==> config.mk <==
export PLATFORM = sky130hd
export DESIGN_NAME = a51_stream_cipher_byte_flat
export DESIGN_NICKNAME = d
export VERILOG_FILES = /design/src/design/a51_pkg.sv /design/src/design/a51_if.sv /design/src/design/a51_seq.sv /design/src/design/a51_dp.sv /design/src/design/a51_stream_cipher_byte.sv /design/src/flat_wrapper.sv
export SDC_FILE = /design/constraint.sdc
export NUM_CORES = 1
export LEC_CHECK = 0
export BUFFER_PORTS_ARGS = -buffer_cell sky130_fd_sc_hd__buf_2
export CORE_ASPECT_RATIO = 1.25
export CORE_MARGIN = 1.5
export CORE_UTILIZATION = 25
export DETAILED_ROUTE_END_ITERATION = 8
export GPL_TIMING_DRIVEN = 1
export HOLD_SLACK_MARGIN = 0.03
export SYNTH_ARGS = -nofsm -noshare
export SYNTH_HDL_FRONTEND = slang
export SYNTH_HIERARCHICAL = 1
export SYNTH_SLANG_ARGS = --single-unit
==> constraint.sdc <==
create_clock -name clk -period 3.2 [get_ports clk]
set_input_delay 0.64 -clock clk [delete_from_list [all_inputs] [get_ports clk]]
set_output_delay 0.64 -clock clk [all_outputs]
set_load 0.01 [all_outputs]
==> src/design/a51_pkg.sv <==
// A5/1 byte cipher package: widths, tap functions, microcode types and program ROM.
// No dependencies; used by every other file of the block.
package a51_pkg;

  localparam int R1_W    = 19;
  localparam int R2_W    = 22;
  localparam int R3_W    = 23;
  localparam int FRAME_W = 22;
  localparam int KEY_W   = 64;
  localparam int BYTE_W  = 8;
  localparam int MIX_N   = 100;
  localparam int CNT_W   = 7;
  localparam int PC_W    = 3;

  // Majority clocking bits
  localparam int R1_CLK = 8;
  localparam int R2_CLK = 10;
  localparam int R3_CLK = 10;

  // Datapath operations, one per microcode step
  typedef enum logic [2:0] {
    OP_WAIT,
    OP_LOAD_KEY,
    OP_LOAD_FRAME,
    OP_MIX,
    OP_KEYSTREAM,
    OP_EMIT
  } op_t;

  // Condition that lets a step execute
  typedef enum logic [1:0] {
    JC_ALWAYS,
    JC_START,
    JC_OUT_FREE
  } jcond_t;

  typedef struct packed {
    op_t              op;
    jcond_t           cond;
    logic [CNT_W-1:0] last;     // repeat count minus one
    logic [PC_W-1:0]  next_pc;
  } ucode_t;

  // Sequencer to datapath control
  typedef struct packed {
    op_t              op;
    logic             fire;
    logic [CNT_W-1:0] step;
  } ctrl_t;

  // Program addresses
  localparam logic [PC_W-1:0] PC_WAIT       = 3'd0;
  localparam logic [PC_W-1:0] PC_LOAD_KEY   = 3'd1;
  localparam logic [PC_W-1:0] PC_LOAD_FRAME = 3'd2;
  localparam logic [PC_W-1:0] PC_MIX        = 3'd3;
  localparam logic [PC_W-1:0] PC_KEYSTREAM  = 3'd4;
  localparam logic [PC_W-1:0] PC_EMIT       = 3'd5;

  // Program ROM
  function automatic ucode_t ucode_rom(input logic [PC_W-1:0] pc);
    ucode_t w;
    unique case (pc)
      PC_WAIT:       w = '{OP_WAIT,       JC_START,    CNT_W'(0),          PC_LOAD_KEY};
      PC_LOAD_KEY:   w = '{OP_LOAD_KEY,   JC_ALWAYS,   CNT_W'(KEY_W - 1),   PC_LOAD_FRAME};
      PC_LOAD_FRAME: w = '{OP_LOAD_FRAME, JC_ALWAYS,   CNT_W'(FRAME_W - 1), PC_MIX};
      PC_MIX:        w = '{OP_MIX,        JC_ALWAYS,   CNT_W'(MIX_N - 1),   PC_KEYSTREAM};
      PC_KEYSTREAM:  w = '{OP_KEYSTREAM,  JC_ALWAYS,   CNT_W'(BYTE_W - 1),  PC_EMIT};
      PC_EMIT:       w = '{OP_EMIT,       JC_OUT_FREE, CNT_W'(0),          PC_WAIT};
      default:       w = '{OP_WAIT,       JC_ALWAYS,   CNT_W'(0),          PC_WAIT};
    endcase
    return w;
  endfunction

  // Regular clocking of each register: shift left, feedback into bit 0
  function automatic logic [R1_W-1:0] clock_r1(input logic [R1_W-1:0] r);
    return {r[R1_W-2:0], r[13] ^ r[16] ^ r[17] ^ r[18]};
  endfunction

  function automatic logic [R2_W-1:0] clock_r2(input logic [R2_W-1:0] r);
    return {r[R2_W-2:0], r[20] ^ r[21]};
  endfunction

  function automatic logic [R3_W-1:0] clock_r3(input logic [R3_W-1:0] r);
    return {r[R3_W-2:0], r[7] ^ r[20] ^ r[21] ^ r[22]};
  endfunction

endpackage

==> src/design/a51_if.sv <==
// Channel interfaces of the A5/1 byte cipher: input byte, output byte, key write.
// Depends on a51_pkg for the field widths.
interface a51_in_if;
  logic                     valid;
  logic                     ready;
  logic [a51_pkg::BYTE_W-1:0] data_byte;
  modport source (output valid, output data_byte, input ready);
  modport sink (input valid, input data_byte, output ready);
endinterface

interface a51_out_if;
  logic                     valid;
  logic                     ready;
  logic [a51_pkg::BYTE_W-1:0] cipher_byte;
  modport source (output valid, output cipher_byte, input ready);
  modport sink (input valid, input cipher_byte, output ready);
endinterface

interface a51_cfg_if;
  logic                    valid;
  logic                    ready;
  logic [a51_pkg::KEY_W-1:0] cipher_key;
  modport source (output valid, output cipher_key, input ready);
  modport sink (input valid, input cipher_key, output ready);
endinterface

==> src/design/a51_seq.sv <==
// Microcode sequencer: program counter, repeat counter, conditional step execution.
// Depends on a51_pkg (program ROM and control types).
module a51_seq (
  input  logic             clk,
  input  logic             rst,
  input  logic             start,
  input  logic             out_full,
  output logic             in_ready,
  output a51_pkg::ctrl_t   ctrl
);

  logic [a51_pkg::PC_W-1:0]  pc;
  logic [a51_pkg::CNT_W-1:0] cnt;
  a51_pkg::ucode_t           cw;
  logic                      cond_ok;
  logic                      step_last;

  assign cw = a51_pkg::ucode_rom(pc);

  // Step condition
  always_comb begin
    unique case (cw.cond)
      a51_pkg::JC_ALWAYS:   cond_ok = 1'b1;
      a51_pkg::JC_START:    cond_ok = start;
      a51_pkg::JC_OUT_FREE: cond_ok = !out_full;
      default:              cond_ok = 1'b0;
    endcase
  end

  assign step_last = (cnt == cw.last);
  assign in_ready  = (cw.op == a51_pkg::OP_WAIT);

  assign ctrl.op   = cw.op;
  assign ctrl.fire = cond_ok;
  assign ctrl.step = cnt;

  // Program counter and repeat counter
  always_ff @(posedge clk) begin
    if (rst) begin
      pc  <= a51_pkg::PC_WAIT;
      cnt <= '0;
    end else if (cond_ok) begin
      if (step_last) begin
        pc  <= cw.next_pc;
        cnt <= '0;
      end else begin
        cnt <= cnt + 1'b1;
      end
    end
  end

  // Repeat counter never runs past the step's count
  a_cnt_bound: assert property (@(posedge clk) disable iff (rst) cnt <= cw.last)
    else $error("repeat counter beyond step count");

  // An accepted byte starts the key load at step zero
  a_start: assert property (@(posedge clk) disable iff (rst)
    (pc == a51_pkg::PC_WAIT && start) |=> (pc == a51_pkg::PC_LOAD_KEY && cnt == '0))
    else $error("accepted byte did not start key load");

  // Emitting a result returns to wait
  a_emit: assert property (@(posedge clk) disable iff (rst)
    (pc == a51_pkg::PC_EMIT && !out_full) |=> (pc == a51_pkg::PC_WAIT))
    else $error("emit did not return to wait");

  // Program counter stays inside the program
  a_pc_range: assert property (@(posedge clk) disable iff (rst) pc <= a51_pkg::PC_EMIT)
    else $error("program counter outside program");

endmodule

==> src/design/a51_dp.sv <==
// A5/1 datapath: three LFSRs, frame counter, key register, byte register, output register.
// Depends on a51_pkg; driven by the control word of a51_seq.
module a51_dp (
  input  logic                       clk,
  input  logic                       rst,
  input  a51_pkg::ctrl_t             ctrl,
  input  logic [a51_pkg::BYTE_W-1:0] data_byte,
  input  logic                       key_we,
  input  logic [a51_pkg::KEY_W-1:0]  key_in,
  input  logic                       out_take,
  output logic                       out_full,
  output logic [a51_pkg::BYTE_W-1:0] cipher_byte
);

  logic [a51_pkg::R1_W-1:0]    r1, r1_clk, r1_maj, r1_next;
  logic [a51_pkg::R2_W-1:0]    r2, r2_clk, r2_maj, r2_next;
  logic [a51_pkg::R3_W-1:0]    r3, r3_clk, r3_maj, r3_next;
  logic [a51_pkg::FRAME_W-1:0] frame_count;
  logic [a51_pkg::KEY_W-1:0]   cipher_key;
  logic [a51_pkg::BYTE_W-1:0]  data;
  logic                        load_bit;
  logic                        maj;
  logic                        ks_bit;

  assign r1_clk = a51_pkg::clock_r1(r1);
  assign r2_clk = a51_pkg::clock_r2(r2);
  assign r3_clk = a51_pkg::clock_r3(r3);

  // Majority clocking and keystream bit
  always_comb begin
    maj = (r1[a51_pkg::R1_CLK] & r2[a51_pkg::R2_CLK]) |
          (r1[a51_pkg::R1_CLK] & r3[a51_pkg::R3_CLK]) |
          (r2[a51_pkg::R2_CLK] & r3[a51_pkg::R3_CLK]);
    r1_maj = (r1[a51_pkg::R1_CLK] == maj) ? r1_clk : r1;
    r2_maj = (r2[a51_pkg::R2_CLK] == maj) ? r2_clk : r2;
    r3_maj = (r3[a51_pkg::R3_CLK] == maj) ? r3_clk : r3;
    ks_bit = r1_maj[a51_pkg::R1_W-1] ^ r2_maj[a51_pkg::R2_W-1] ^ r3_maj[a51_pkg::R3_W-1];
  end

  // Bit loaded this step: key bits, then frame bits
  assign load_bit = (ctrl.op == a51_pkg::OP_LOAD_KEY) ? cipher_key[ctrl.step[5:0]]
                                                       : frame_count[ctrl.step[4:0]];

  // Register update selected by the operation
  always_comb begin
    r1_next = r1;
    r2_next = r2;
    r3_next = r3;
    unique case (ctrl.op)
      a51_pkg::OP_WAIT: begin
        r1_next = '0;
        r2_next = '0;
        r3_next = '0;
      end
      a51_pkg::OP_LOAD_KEY, a51_pkg::OP_LOAD_FRAME: begin
        r1_next = {r1_clk[a51_pkg::R1_W-1:1], r1_clk[0] ^ load_bit};
        r2_next = {r2_clk[a51_pkg::R2_W-1:1], r2_clk[0] ^ load_bit};
        r3_next = {r3_clk[a51_pkg::R3_W-1:1], r3_clk[0] ^ load_bit};
      end
      a51_pkg::OP_MIX, a51_pkg::OP_KEYSTREAM: begin
        r1_next = r1_maj;
        r2_next = r2_maj;
        r3_next = r3_maj;
      end
      default: begin
      end
    endcase
  end

  // LFSRs, frame counter, key and output status
  always_ff @(posedge clk) begin
    if (rst) begin
      r1          <= '0;
      r2          <= '0;
      r3          <= '0;
      frame_count <= '0;
      cipher_key  <= '0;
      out_full    <= 1'b0;
    end else begin
      if (ctrl.fire) begin
        r1 <= r1_next;
        r2 <= r2_next;
        r3 <= r3_next;
      end
      if (key_we) begin
        cipher_key <= key_in;
      end
      if (ctrl.fire && ctrl.op == a51_pkg::OP_EMIT) begin
        frame_count <= frame_count + 1'b1;
        out_full    <= 1'b1;
      end else if (out_take) begin
        out_full <= 1'b0;
      end
    end
  end

  // Byte register: latch on request, keystream bits enter at the top
  always_ff @(posedge clk) begin
    if (ctrl.fire && ctrl.op == a51_pkg::OP_WAIT) begin
      data <= data_byte;
    end else if (ctrl.fire && ctrl.op == a51_pkg::OP_KEYSTREAM) begin
      data <= {data[0] ^ ks_bit, data[a51_pkg::BYTE_W-1:1]};
    end
    if (ctrl.fire && ctrl.op == a51_pkg::OP_EMIT) begin
      cipher_byte <= data;
    end
  end

endmodule

==> src/design/a51_stream_cipher_byte.sv <==
// Top level of the A5/1 byte cipher: channel ports, sequencer and datapath.
// Depends on a51_pkg, a51_if, a51_seq and a51_dp.
//
// Each byte request is one A5/1 frame: the registers are cleared, loaded with the 64-bit key
// and the 22-bit frame number, run 100 discarded mixing steps and then 8 keystream steps whose
// bits are XORed into the byte, bit 0 first; the frame number then advances modulo 2^22.
// From acceptance until its result is in the output register, a byte passes through the
// steps accept, key load, frame load, mix, keystream and emit, and a new byte is accepted
// only after the previous one has been emitted, since the single LFSR datapath is driven by
// a microcode sequencer. The output register lets the next byte start while a result waits.
// Key writes are taken at any time but must only be made while no byte is in flight.
module a51_stream_cipher_byte (
  input  logic       clk,
  input  logic       rst,
  a51_in_if.sink     in_ch,
  a51_out_if.source  out_ch,
  a51_cfg_if.sink    cfg_ch
);

  a51_pkg::ctrl_t ctrl;
  logic           out_full;
  logic           in_ready;

  assign in_ch.ready  = in_ready;
  assign cfg_ch.ready = 1'b1;
  assign out_ch.valid = out_full;

  a51_seq u_seq (
    .clk      (clk),
    .rst      (rst),
    .start    (in_ch.valid),
    .out_full (out_full),
    .in_ready (in_ready),
    .ctrl     (ctrl)
  );

  a51_dp u_dp (
    .clk         (clk),
    .rst         (rst),
    .ctrl        (ctrl),
    .data_byte   (in_ch.data_byte),
    .key_we      (cfg_ch.valid),
    .key_in      (cfg_ch.cipher_key),
    .out_take    (out_ch.ready),
    .out_full    (out_full),
    .cipher_byte (out_ch.cipher_byte)
  );

endmodule

==> src/flat_wrapper.sv <==
// flat-port wrapper written by rule: the top's interface ports become plain ports
module a51_stream_cipher_byte_flat 
  (clk, rst, in_ch_valid, in_ch_data_byte, in_ch_ready, out_ch_valid, out_ch_cipher_byte, out_ch_ready, cfg_ch_valid, cfg_ch_cipher_key, cfg_ch_ready);
  a51_in_if in_ch_i ();
  a51_out_if out_ch_i ();
  a51_cfg_if cfg_ch_i ();
  input  logic clk;
  input  logic rst;
  input wire logic [$bits(in_ch_i.valid)-1:0] in_ch_valid;
  input wire logic [$bits(in_ch_i.data_byte)-1:0] in_ch_data_byte;
  output wire logic [$bits(in_ch_i.ready)-1:0] in_ch_ready;
  output wire logic [$bits(out_ch_i.valid)-1:0] out_ch_valid;
  output wire logic [$bits(out_ch_i.cipher_byte)-1:0] out_ch_cipher_byte;
  input wire logic [$bits(out_ch_i.ready)-1:0] out_ch_ready;
  input wire logic [$bits(cfg_ch_i.valid)-1:0] cfg_ch_valid;
  input wire logic [$bits(cfg_ch_i.cipher_key)-1:0] cfg_ch_cipher_key;
  output wire logic [$bits(cfg_ch_i.ready)-1:0] cfg_ch_ready;
  assign in_ch_i.valid = in_ch_valid;
  assign in_ch_i.data_byte = in_ch_data_byte;
  assign in_ch_ready = in_ch_i.ready;
  assign out_ch_valid = out_ch_i.valid;
  assign out_ch_cipher_byte = out_ch_i.cipher_byte;
  assign out_ch_i.ready = out_ch_ready;
  assign cfg_ch_i.valid = cfg_ch_valid;
  assign cfg_ch_i.cipher_key = cfg_ch_cipher_key;
  assign cfg_ch_ready = cfg_ch_i.ready;
  a51_stream_cipher_byte u_core (.clk(clk), .rst(rst), .in_ch(in_ch_i), .out_ch(out_ch_i), .cfg_ch(cfg_ch_i));
endmodule
==> results.sh <==
export IMPL_muxShareOfSynthArea_pct=16.7
export IMPL_synth_avg_cell_area_um2=9.34
export IMPL_slowest_delay_ns=0.58
export IMPL_finalSetupViolCount=0
export IMPL_cts_tree="yes"
export IMPL_antenna_cells=0
export IMPL_rsz0062_at_grt="false"
export IMPL_cp_top_family="compound AO/OA/AOI/OAI gates"
export IMPL_dp_cells=1329
export IMPL_nets=1018
export IMPL_clock_latency_ns=0.44
export IMPL_worst_setup_path_end_kind="register"
export IMPL_yosys_most_used_dff="dfxtp_1"
export IMPL_die_area_um2=33800
export IMPL_holdBufCountCts=0
export IMPL_finalMaxSlewViolations=0
export IMPL_fp_dieH_um=205
export IMPL_path_class="reg -> reg"
export IMPL_synth_edf_count=16
export IMPL_synthAdderAreaFrac_pct=0.887
export IMPL_grt_max_degree=81
export IMPL_post_cts_repair_setup_buffers=0
export IMPL_cts_resized=0
export IMPL_min_period_ns=2.55
export IMPL_io_pins=88
export IMPL_htree_levels=4
export IMPL_clk_path_buf_depth=2
export IMPL_synth_area_um2=8180
export IMPL_fmax_mhz=392
export IMPL_cts_sinks=177
export IMPL_setup_tns_ns=0
export IMPL_grt_pass1_vias=6077
export IMPL_crit_buf_inv=1
export IMPL_path_clk_slew_ns=0.08
export IMPL_antenna_found_initial=0
export IMPL_rows=73
export IMPL_fin_ws_ns=0.646
export IMPL_slew_headroom_pct=29.5
export IMPL_ys_seq_area_share_pct=45.3
export IMPL_synth_top_family_by_area="simple AND/OR/NAND/NOR gates"
export IMPL_synth_simple_area_share_pct=18.4
export IMPL_status="finished clean"
export IMPL_numCtsBuffers=17
export IMPL_synthXorXnorAreaFrac_pct=3.32
export IMPL_drcViolationCount=0
export IMPL_power_leakage_nw=3.59
export IMPL_crit_chain="buf_4, mux4_1, a221oi_1, nor4_1, o221a_4, nor4_2, a2111oi_2"
export IMPL_required_ns=3.50
export IMPL_cts_root_buffer_cell="clkbuf_16"
export IMPL_cap_violations=0
export IMPL_syn_nets=958
export IMPL_grt_first_pass_wirelength_um=31100
export IMPL_ir_worst_vdd_mv=0.397
export IMPL_synthCells=876
export IMPL_start_util_pct=25.5
export IMPL_first_pass_iters=5
export IMPL_drtIter0Drc=362
export IMPL_startpoint_type="register"
export IMPL_whs_ns=0.432
export IMPL_via_count=6442
export IMPL_pre_cts_ws_ns=0.669
export IMPL_vias_per_cell=4.73
export IMPL_hold_viol=0
export IMPL_post_route_period_util_pct=79.8
export IMPL_crit_slowest_cell="mux4_1"
export IMPL_tightest_slew_ns=1.06
export IMPL_powerDensity_nw_per_um2=660
export IMPL_fin_skew_ns=0.00947
export IMPL_syn_to_final_growth_pct=17.9
export IMPL_fin_cells=1361
export IMPL_die_x_um=165
export IMPL_drt_wirelength_per_cell_um=13.8
export IMPL_core_area_um2=32100
export IMPL_yosys_cell_types_count=62
export IMPL_min_path_type="in -> reg"
export IMPL_numPortBuffers=86
export IMPL_synth_compound_area_share_pct=11.1
export IMPL_ys_seq_elements=177
export IMPL_postRouteAntennaNets=0
export IMPL_drive_gt1_share_pct=18.8
export IMPL_path_max_fanout=17
export IMPL_globalplace_congestion=0.765
export IMPL_arrival_ns=2.85
export IMPL_yosys_warnings=6
export IMPL_drt_wl_total_um=18700
export IMPL_async_reset_ff_share_pct=0
export IMPL_hpwl_um=12700
export IMPL_groute_usage_overall_pct=11.5
export IMPL_overflow=0
## area by class of cell
| cell class | instances | area (um2) |
|---|---|---|
| Multi-Input combinational cell | 619 | 4140 |
| Inverter | 10 | 37.5 |
| Clock buffer | 18 | 450 |
| Fill cell | 3345 | 22400 |
| Clock inverter | 14 | 135 |
| Tap cell | 412 | 515 |
| Sequential cell | 177 | 3700 |
| Timing Repair Buffer | 111 | 661 |
## sequential cells by signal, indices dropped and copies added (netlist names)
name,flops
u_core/u_dp/cipher_key,64
u_core/u_dp/r3,23
u_core/u_dp/frame_count,22
u_core/u_dp/r2,22
u_core/u_dp/r1,19
u_core/u_dp/cipher_byte,8
u_core/u_dp/data,8
u_core/u_seq/cnt,7
u_core/u_seq/pc,3
u_core/u_dp/out_full,1
## worst min-delay path, delay by kind of cell
family | cells | cell delay (ns)
multiplexers | 1 | 0.05
AND/OR/NAND/NOR | 1 | 0.07
buffers and inverters | 1 | 0.07
## power breakdown
part	internal [W]	switching, W	leakage [nW]
Combinational	0.000694	0.00103	1.84
Clock	0.00108	0.000991	0.288
Sequential	0.00245	0.000114	1.46
## routing by layer
metal / global-route usage (%) / vias to the layer above / share of wire, %
met5: 0 / - / 0
li1: - / 3218 / -
met1: 14.7 / 3069 / 46
met2: 19.0 / 133 / 48
met3: 1.98 / 22 / 3.5
met4: 4.63 / 0 / 1.9
## Yosys cell counts (all sizes together) (2+ instances only)
cell,instances,share of area [%]
a2111oi,2,0.37
a211oi,3,0.28
a21o,2,0.18
a21oi,74,4.5
a22oi,4,0.37
a32oi,4,0.43
and2,6,0.46
and3,4,0.31
buf,21,1.5
clkbuf,49,2.2
dfxtp,161,39
edfxtp,16,5.9
ha,5,0.76
inv,9,0.41
mux2,13,1.8
mux2i,74,9.1
mux4,20,5.9
nand2,77,3.5
nand2b,8,0.61
nand3,66,4.0
nand4,6,0.46
nor2,105,4.8
nor2b,11,0.84
nor3,22,1.4
nor3b,3,0.28
nor4,4,0.38
o211ai,7,0.64
o21a,7,0.64
o21ai,22,1.3
o21bai,3,0.28
o221a,2,0.38
o22ai,6,0.46
o31ai,2,0.18
or3,10,0.76
xnor2,21,2.2
xor2,10,1.1
## metrics by stage
stage	total power, W	cell area [um2]	util (%)
final	0.00636	9640	30.1
after detailed placement	0.00434	9060	28.3
after global placement	0.00431	9060	28.3
after global routing	0.00668	9640	30.1
after CTS	0.00641	9640	30.1
after floorplan	0.00384	8180	-
## path summary, 6_finish.rpt
path,from,endpoint,slack [ns],cells past startpoint
worst max-delay path,u_core/u_seq/cnt[1],u_core/u_dp/r3[0],0.65,7
worst min-delay path,cfg_ch_cipher_key[8],u_core/u_dp/cipher_key[8],0.43,3
worst max register to register,u_core/u_seq/cnt[1],u_core/u_dp/r3[0],0.65,7
worst min register to register,u_core/u_dp/r1[11],u_core/u_dp/r1[11],0.45,2
## kinds of logic (layout without fill, tap and decap cells)
family,Yosys count,in the layout
compound gates,147,147
other cells,1,1
buf+inv,80,153
flops,177,177
xor+xnor,31,31
simple gates,327,327
fa+ha+maj,6,6
mux,107,107
## layout by cell type, fill, tap and decap left out, types with 7 or more instances in the layout
cell type / instances
nor3_1: 21
xor2_1: 10
nand2b_1: 8
inv_1: 9
nor2_1: 105
o21a_1: 7
o211ai_1: 7
nand3_1: 66
buf_2: 84
mux2_2: 13
nand2_1: 77
xnor2_1: 20
mux2i_1: 74
nor2b_1: 10
mux4_1: 8
clkbuf_16: 18
buf_4: 24
dfxtp_1: 161
edfxtp_1: 16
a21oi_1: 74
or3_1: 10
o21ai_0: 19
mux4_2: 12
No activity file was read; power rests on OpenSTA's default activity.
